File: src/rtl/core/efws_pkg.sv
`default_nettype none
package efws_pkg;

	localparam int DUR_W = 32;
	localparam int TIME_W = 64;
	localparam int WIDX_W = 4;
	localparam int ACT_W = 5;
	localparam logic [ACT_W-1:0] ACT_RESET = 5'd16;

	typedef struct packed {
		logic start;
		logic issue;
		logic commit;
	} efws_cmd_t;

	typedef struct packed {
		logic last_issue;
	} efws_sts_t;

endpackage
`default_nettype wire

File: src/rtl/core/efws_ifs.sv
`default_nettype none
interface efws_job_if;
	logic valid;
	logic ready;
	logic [efws_pkg::DUR_W-1:0] job_duration;
	modport source(output valid, output job_duration, input ready);
	modport sink(input valid, input job_duration, output ready);
endinterface

interface efws_res_if;
	logic valid;
	logic ready;
	logic [efws_pkg::WIDX_W-1:0] worker_index;
	logic [efws_pkg::TIME_W-1:0] start_time;
	modport source(output valid, output worker_index, output start_time, input ready);
	modport sink(input valid, input worker_index, input start_time, output ready);
endinterface

interface efws_cfg_if;
	logic valid;
	logic ready;
	logic [efws_pkg::ACT_W-1:0] active_workers;
	modport source(output valid, output active_workers, input ready);
	modport sink(input valid, input active_workers, output ready);
endinterface
`default_nettype wire

File: src/rtl/core/earliest_free_worker_scheduler_core.sv
// Earliest-free worker scheduler.
// job (sink): one job duration per transaction. result (source): the chosen
// worker and the job's start time. cfg (sink): active_workers, always ready;
// write it only while no job is in flight.
// Each job scans the next-free times of the active workers from a memory,
// one entry per cycle through a registered read port, keeping the smallest
// (lowest index on ties). A job moves from an accept state through a read
// state, with one read per worker of the clamped count, then a compare drain
// and an update state, which loads the output register and raises result valid.
// The winner's free time advances by the duration, saturating at all ones.
// The result sits in an output register, so the next job is accepted while
// it waits; if the receiver still stalls when that job finishes, the
// update cycle holds until the register is free.
// Reset clears all free times to zero (per-entry written bits) and sets
// active_workers to 16; no clearing sweep is needed.
`default_nettype none
module earliest_free_worker_scheduler_core #(
	parameter int MAX_WORKERS = 16
) (
	input wire logic clk,
	input wire logic arst_n,
	efws_job_if.sink   job,
	efws_res_if.source result,
	efws_cfg_if.sink   cfg
);

	efws_pkg::efws_cmd_t cmd;
	efws_pkg::efws_sts_t sts;

	assign cfg.ready = 1'b1;

	efws_ctrl u_ctrl (
		.clk       (clk),
		.arst_n    (arst_n),
		.job_valid (job.valid),
		.job_ready (job.ready),
		.res_valid (result.valid),
		.res_ready (result.ready),
		.cmd       (cmd),
		.sts       (sts)
	);

	efws_dp #(
		.MAX_WORKERS (MAX_WORKERS)
	) u_dp (
		.clk          (clk),
		.arst_n       (arst_n),
		.cfg_we       (cfg.valid),
		.cfg_data     (cfg.active_workers),
		.job_duration (job.job_duration),
		.cmd          (cmd),
		.sts          (sts),
		.worker_index (result.worker_index),
		.start_time   (result.start_time)
	);

`ifndef SYNTHESIS
	a_commit_slot_free: assert property (@(posedge clk) disable iff (!arst_n)
		cmd.commit |-> !result.valid)
		else $error("result overwritten while pending");

	a_commit_shows: assert property (@(posedge clk) disable iff (!arst_n)
		cmd.commit |=> result.valid)
		else $error("result not presented after update");

	a_scan_ends: assert property (@(posedge clk) disable iff (!arst_n)
		cmd.issue && sts.last_issue |=> !cmd.issue)
		else $error("scan ran past last worker");

	a_no_accept_busy: assert property (@(posedge clk) disable iff (!arst_n)
		cmd.issue |-> !job.ready)
		else $error("job accepted during scan");
`endif

endmodule
`default_nettype wire

File: src/rtl/core/efws_ctrl.sv
`default_nettype none
module efws_ctrl (
	input  wire logic              clk,
	input  wire logic              arst_n,
	input  wire logic              job_valid,
	output logic                   job_ready,
	output logic                   res_valid,
	input  wire logic              res_ready,
	output efws_pkg::efws_cmd_t    cmd,
	input  wire efws_pkg::efws_sts_t sts
);

	localparam logic [1:0] ST_IDLE  = 2'd0;
	localparam logic [1:0] ST_SCAN  = 2'd1;
	localparam logic [1:0] ST_DRAIN = 2'd2;
	localparam logic [1:0] ST_WRITE = 2'd3;

	logic [1:0] state_q;
	logic [1:0] state_d;
	logic       out_full_q;

	always_comb begin
		state_d = state_q;
		cmd = '0;
		job_ready = 1'b0;
		case (state_q)
			ST_IDLE: begin
				job_ready = 1'b1;
				if (job_valid) begin
					cmd.start = 1'b1;
					state_d = ST_SCAN;
				end
			end
			ST_SCAN: begin
				cmd.issue = 1'b1;
				if (sts.last_issue) begin
					state_d = ST_DRAIN;
				end
			end
			// last read lands in the compare stage
			ST_DRAIN: begin
				state_d = ST_WRITE;
			end
			ST_WRITE: begin
				// wait for the output slot before updating the worker
				if (!out_full_q) begin
					cmd.commit = 1'b1;
					state_d = ST_IDLE;
				end
			end
			default: begin
				state_d = ST_IDLE;
			end
		endcase
	end

	always_ff @(posedge clk or negedge arst_n) begin
		if (!arst_n) begin
			state_q <= ST_IDLE;
			out_full_q <= 1'b0;
		end else begin
			state_q <= state_d;
			if (cmd.commit) begin
				out_full_q <= 1'b1;
			end else if (res_ready) begin
				out_full_q <= 1'b0;
			end
		end
	end

	assign res_valid = out_full_q;

endmodule
`default_nettype wire

File: src/rtl/core/efws_dp.sv
`default_nettype none
module efws_dp #(
	parameter int MAX_WORKERS = 16
) (
	input  wire logic                            clk,
	input  wire logic                            arst_n,
	input  wire logic                            cfg_we,
	input  wire logic [efws_pkg::ACT_W-1:0]      cfg_data,
	input  wire logic [efws_pkg::DUR_W-1:0]      job_duration,
	input  wire efws_pkg::efws_cmd_t             cmd,
	output efws_pkg::efws_sts_t                  sts,
	output logic [efws_pkg::WIDX_W-1:0]          worker_index,
	output logic [efws_pkg::TIME_W-1:0]          start_time
);

	localparam int IDX_W = (MAX_WORKERS > 1) ? $clog2(MAX_WORKERS) : 1;
	localparam int CNT_W = $clog2(MAX_WORKERS + 1);
	localparam int CMP_W = (CNT_W > efws_pkg::ACT_W) ? CNT_W : efws_pkg::ACT_W;
	localparam int TW = efws_pkg::TIME_W;

	logic [efws_pkg::ACT_W-1:0] active_q;
	logic [efws_pkg::DUR_W-1:0] dur_q;
	logic [IDX_W-1:0]           ptr_q;
	logic [TW-1:0]              rd_data_s1;
	logic [IDX_W-1:0]           rd_idx_s1;
	logic                       rd_vld_s1;
	logic [TW-1:0]              best_time_q;
	logic [IDX_W-1:0]           best_idx_q;
	logic [TW-1:0]              free_mem [MAX_WORKERS];
	logic [MAX_WORKERS-1:0]     written_q;

	logic [CMP_W-1:0] act_ext;
	logic [CMP_W-1:0] n_eff;
	logic [CMP_W-1:0] last_w;
	logic [IDX_W-1:0] last_idx;
	logic [TW:0]      sum;
	logic [TW-1:0]    new_time;

	// clamp the worker count to 1..MAX_WORKERS
	always_comb begin
		act_ext = CMP_W'(active_q);
		if (act_ext == '0) begin
			n_eff = CMP_W'(1);
		end else if (act_ext > CMP_W'(MAX_WORKERS)) begin
			n_eff = CMP_W'(MAX_WORKERS);
		end else begin
			n_eff = act_ext;
		end
		last_w = n_eff - CMP_W'(1);
		last_idx = last_w[IDX_W-1:0];
	end

	assign sts.last_issue = (ptr_q == last_idx);

	// saturating add of the duration
	assign sum = {1'b0, best_time_q} + {{(TW + 1 - efws_pkg::DUR_W){1'b0}}, dur_q};
	assign new_time = sum[TW] ? {TW{1'b1}} : sum[TW-1:0];

	always_ff @(posedge clk or negedge arst_n) begin
		if (!arst_n) begin
			active_q <= efws_pkg::ACT_RESET;
			rd_vld_s1 <= 1'b0;
			written_q <= '0;
		end else begin
			if (cfg_we) begin
				active_q <= cfg_data;
			end
			rd_vld_s1 <= cmd.issue;
			if (cmd.commit) begin
				written_q[best_idx_q] <= 1'b1;
			end
		end
	end

	always_ff @(posedge clk) begin
		if (cmd.start) begin
			dur_q <= job_duration;
			ptr_q <= '0;
		end else if (cmd.issue) begin
			ptr_q <= ptr_q + IDX_W'(1);
		end
		// entries never written read as zero
		rd_data_s1 <= written_q[ptr_q] ? free_mem[ptr_q] : '0;
		rd_idx_s1 <= ptr_q;
		if (rd_vld_s1) begin
			if ((rd_idx_s1 == '0) || (rd_data_s1 < best_time_q)) begin
				best_time_q <= rd_data_s1;
				best_idx_q <= rd_idx_s1;
			end
		end
		if (cmd.commit) begin
			free_mem[best_idx_q] <= new_time;
			worker_index <= efws_pkg::WIDX_W'(best_idx_q);
			start_time <= best_time_q;
		end
	end

endmodule
`default_nettype wire

File: src/flat_wrapper.sv
// flat-port wrapper written by rule: the top's interface ports become plain ports
module earliest_free_worker_scheduler_core_flat 
#(
	parameter int MAX_WORKERS = 16
)
  (clk, arst_n, job_valid, job_job_duration, job_ready, result_valid, result_worker_index, result_start_time, result_ready, cfg_valid, cfg_active_workers, cfg_ready);
  efws_job_if job_i ();
  efws_res_if result_i ();
  efws_cfg_if cfg_i ();
  input wire logic clk;
  input wire logic arst_n;
  input wire logic [$bits(job_i.valid)-1:0] job_valid;
  input wire logic [$bits(job_i.job_duration)-1:0] job_job_duration;
  output wire logic [$bits(job_i.ready)-1:0] job_ready;
  output wire logic [$bits(result_i.valid)-1:0] result_valid;
  output wire logic [$bits(result_i.worker_index)-1:0] result_worker_index;
  output wire logic [$bits(result_i.start_time)-1:0] result_start_time;
  input wire logic [$bits(result_i.ready)-1:0] result_ready;
  input wire logic [$bits(cfg_i.valid)-1:0] cfg_valid;
  input wire logic [$bits(cfg_i.active_workers)-1:0] cfg_active_workers;
  output wire logic [$bits(cfg_i.ready)-1:0] cfg_ready;
  assign job_i.valid = job_valid;
  assign job_i.job_duration = job_job_duration;
  assign job_ready = job_i.ready;
  assign result_valid = result_i.valid;
  assign result_worker_index = result_i.worker_index;
  assign result_start_time = result_i.start_time;
  assign result_i.ready = result_ready;
  assign cfg_i.valid = cfg_valid;
  assign cfg_i.active_workers = cfg_active_workers;
  assign cfg_ready = cfg_i.ready;
  earliest_free_worker_scheduler_core #(.MAX_WORKERS(MAX_WORKERS)) u_core (.clk(clk), .arst_n(arst_n), .job(job_i), .result(result_i), .cfg(cfg_i));
endmodule
File: config.mk
export PLATFORM = sky130hd
export DESIGN_NAME = earliest_free_worker_scheduler_core_flat
export DESIGN_NICKNAME = d
export VERILOG_FILES = /design/src/rtl/core/efws_pkg.sv /design/src/rtl/core/efws_ifs.sv /design/src/rtl/core/earliest_free_worker_scheduler_core.sv /design/src/rtl/core/efws_ctrl.sv /design/src/rtl/core/efws_dp.sv /design/src/flat_wrapper.sv
export SDC_FILE = /design/constraint.sdc
export NUM_CORES = 1
export LEC_CHECK = 0
export BUFFER_PORTS_ARGS = -buffer_cell sky130_fd_sc_hd__buf_2
export CORE_AREA = 8 8 421 423
export DETAILED_ROUTE_END_ITERATION = 12
export DIE_AREA = 0 0 429 431
export PLACE_DENSITY = 0.51
export SYNTH_ARGS = -nofsm -noshare
export SYNTH_HDL_FRONTEND = slang
export SYNTH_SLANG_ARGS = --single-unit
File: constraint.sdc
create_clock -name clk -period 7.5 [get_ports clk]
set_input_delay 0.75 -clock clk [delete_from_list [all_inputs] [get_ports clk]]
set_output_delay 0.75 -clock clk [all_outputs]
set_load 0.02 [all_outputs]
==> metrics.md <==
| Metric | Value |
|---|---|
| Final hold violations | 0 |
| Post-synth ARST share | 0.0194 |
| TritonCTS clock tree | done |
| Primary FF master, synth | edfxtp_1 |
| Tightest Pin Transition | 1.21 ns |
| DR vias | 24567 |
| Clock transition at the registers of the reported paths | 0.06 ns |
| RSZ-0062 raised after global routing | no |
| Row cnt | 152 |
| Final min period | 4.99 ns |
| Max transition margin | 0.180 |
| Die Y | 431 um |
| CP Capture Type | flip-flop |
| Cts hold-fix bufs | 0 |
| Post-CTS resize count | 0 |
| First-pass GRT wire length | 188000 um |
| Initial antenna violation count | 9 |
| Worst min path class | in2async |
| Setup violators final | 0 |
| Mapped Cells | 2489 |
| DRT Pass-1 Iters | 7 |
| CTS Sinks | 1289 |
| DR WL/cell | 25.8 um |
| DR DRC count | 0 |
| Vias per Instance | 4.88 |
| Leakage power | 19.2 nW |
| Slew Viols, Final | 0 |
| Crit Path Class | reg2reg |
| CTS Buffer Depth | 3 |
| Status | complete, no violations |
| Crit Path Max Fanout | 16 |
| Share of layout cells above drive strength 1 | 0.268 |
| Final WS setup | 2.51 ns |
| Number of buffers created by CTS | 133 |
| VDD IR max | 0.000406 V |
| Place WS | 2.53 ns |
| Setup slack, reg-to-reg | 2.51 ns |
| Routed Antenna Nets | 0 |
| CP required | 7.89 ns |
| Clk_lat worst skew | 0.75 ns |
| HPWL after DPL | 72300 um |
| Fmax | 200 MHz |
| YS warnings | 0 |
| Syn Nets | 2633 |
| Syn Area/Cell | 20.4 sq um |
| Port buffer count | 111 |
| # H-tree levels | 4 |
| Register area share after synthesis | 0.745 |
| Placed Instance Area | 54400 sq um |
| Worst hold slack | 0.0510 ns |
| Postcts setup bufs | 0 |
| Clock root cell | clkbuf_16 |
| IO Count | 113 |
| Gr usage total | 0.139 |
| Chip Width | 429 um |
| Crit start category | flip-flop |
| EDFF count, synth | 1192 |
| Cell variety after synth | 68 |
| Part of the cycle the worst path needs | 0.666 |
| Gpl congestion | 0.814 |
| Final TNS setup | 0 ns |
| Post-route clock skew | 0.0336 ns |
| Starting Density | 0.298 |
| Die ar. | 185000 sq um |
| Vias in the first global route | 25854 |
| Total of max-cap violations | 0 |
| Pwr dens | 443 nW/um^2 |
| Initial DRC count | 2033 |
| P&R area growth vs syn | 15.8% |
| Area of the mapped netlist | 50800 sq um |
| Synthesis-stage register bit count | 1289 |
| Final nets | 2830 |
| Final instance area | 58900 sq um |
| Global route total overflow | 0 |
| Critical path data arrival time | 5.38 ns |
| Post-Route WL | 130000 um |
| Core area | 171000 sq um |
| Largest net degree at the start of global routing | 96 |
-- cell usage after synthesis (3+ instances only) --
library cell / number / area (sq um)
edfxtp_1: 1192 / 35800
mux4_2: 324 / 7300
ha_1: 101 / 1260
nand2_1: 87 / 327
inv_1: 75 / 282
dfxtp_1: 72 / 1440
a21oi_1: 71 / 355
nor2b_1: 71 / 444
clkbuf_1: 64 / 240
nor2_1: 46 / 173
o21ai_0: 33 / 165
nand4_1: 29 / 181
a21o_1: 26 / 195
dfrtp_1: 24 / 601
nand3_1: 23 / 115
xnor2_1: 23 / 201
buf_2: 20 / 100
nor3_1: 17 / 85.1
xor2_1: 17 / 149
or2_2: 16 / 100
and3_1: 12 / 75.1
mux2_2: 12 / 135
a211oi_1: 10 / 75.1
a31oi_1: 9 / 56.3
buf_1: 8 / 30.0
nand2b_1: 8 / 50.1
nor4_1: 7 / 43.8
o21a_1: 7 / 52.6
mux2_1: 6 / 67.6
o211ai_1: 6 / 45.0
o21bai_1: 5 / 37.5
or3_1: 5 / 31.3
buf_4: 4 / 30.0
mux2i_1: 4 / 40.0
and2_1: 3 / 18.8
and4_1: 3 / 26.3
nand2_2: 3 / 18.8
nor3_2: 3 / 30.0
nor3b_1: 3 / 22.5
nor4_2: 3 / 37.5
o21ai_1: 3 / 15.0
-- per-layer routing --
layer	GRT usage	vias up	wire [um]
met5	0	-	0
li1	-	10591	-
met3	0.0197	159	4930
met4	0.0388	0	2980
met2	0.245	557	66900
met1	0.179	13260	55200
-- power breakdown --
group | switching [mW] | internal, mW | total [mW]
Clock | 2.73 | 3.92 | 6.65
Sequential | 0.711 | 10.7 | 11.4
Combinational | 5.10 | 2.97 | 8.07
-- per-stage QoR --
stage,util,cells,total power [mW]
6_report,0.345,5035,26.1
3_3_place_gp,0.319,4784,19.7
2_1_floorplan,-,2489,16.7
5_1_grt,0.345,5035,27.4
4_1_cts,0.345,5028,26.5
3_5_place_dp,0.319,4784,19.8
-- placed cells by master, fill, tap and decap left out, types with 17 or more instances in the layout --
| cell type | instances |
|---|---|
| buf_4 | 38 |
| o21ai_0 | 32 |
| a21o_1 | 26 |
| mux4_2 | 324 |
| ha_1 | 101 |
| nand2_1 | 87 |
| dfrtp_1 | 24 |
| nor2b_1 | 71 |
| clkbuf_1 | 35 |
| clkinv_1 | 20 |
| dfxtp_1 | 68 |
| nand3_1 | 23 |
| inv_1 | 74 |
| buf_2 | 111 |
| clkbuf_16 | 138 |
| a21oi_1 | 70 |
| nand4_1 | 29 |
| xor2_1 | 17 |
| edfxtp_1 | 1192 |
| xnor2_1 | 23 |
| nor2_1 | 34 |
-- cells by family (layout without fill, tap and decap cells) --
group | count (synthesis) | after routing | synth area share
flip-flops | 1289 | 1289 | 0.745
AND/OR/NAND/NOR | 347 | 347 | 0.0367
multiplexers | 346 | 346 | 0.148
AO/OA/AOI/OAI | 191 | 191 | 0.0243
buffers and inverters | 173 | 479 | 0.0137
adder cells (fa/ha/maj) | 102 | 102 | 0.0252
XOR/XNOR | 40 | 40 | 0.00689
other | 1 | 8 | 0.0000738
-- registers in the layout, indices dropped and copies added, names as in the netlist --
| signal | cells |
|---|---|
| u_core.u_dp.act_ext | 5 |
| u_core.u_dp.written_q | 16 |
| u_core.u_dp.rd_data_s1 | 64 |
| u_core.u_dp.free_mem | 1024 |
| u_core.u_ctrl.state_q | 2 |
| u_core.u_dp.worker_index | 4 |
| u_core.u_dp.ptr_q | 4 |
| u_core.u_dp.best_time_q | 64 |
| u_core.u_dp.dur_q | 32 |
| u_core.u_dp.start_time | 64 |
| u_core.u_dp.rd_idx_s1 | 4 |
| u_core.u_dp.best_idx_q | 4 |
| u_core.u_ctrl.res_valid | 1 |
| u_core.u_dp.rd_vld_s1 | 1 |
-- layout make-up --
cell class	instances	area, sq um
well taps	2233	2790
multi-input cells	1027	12400
diodes	7	17.5
flip-flops and latches	1289	37900
inverters	75	284
clock inverters	59	647
fillers	15845	112000
repair buffers	160	1060
clock buffers	185	3750
-- path summary, 6_finish.rpt --
| path | start | end | cells past startpoint |
|---|---|---|---|
| setup / recovery | u_core.u_dp.best_time_q[2]$_DFFE_PP_ | u_core.u_dp.free_mem[10][51]$_DFFE_PP_ | 9 |
| hold / removal | arst_n | u_core.u_dp.written_q[13]$_DFFE_PN0P_ | 1 |
| setup reg to reg | u_core.u_dp.best_time_q[2]$_DFFE_PP_ | u_core.u_dp.free_mem[10][51]$_DFFE_PP_ | 9 |
| hold reg to reg | u_core.u_dp.rd_idx_s1[1]$_DFF_P_ | u_core.u_dp.best_idx_q[1]$_DFFE_PP_ | 0 |
| max in group asynchronous | arst_n | u_core.u_dp.act_ext[0]$_DFFE_PN0P_ | 1 |
| min in group clk | job_job_duration[14] | u_core.u_dp.dur_q[14]$_DFFE_PP_ | 1 |
-- critical path, stage by stage, from the launching register on --
cell,delay (ns)
edfxtp_1,0.41
ha_1,0.40
nand3_1,0.09
o21ai_0,0.68
a311oi_1,0.48
o21a_1,0.40
a221oi_4,0.85
buf_4,0.31
nand3_1,0.10
mux2i_1,0.87
Power figures use the tool's default switching activity.
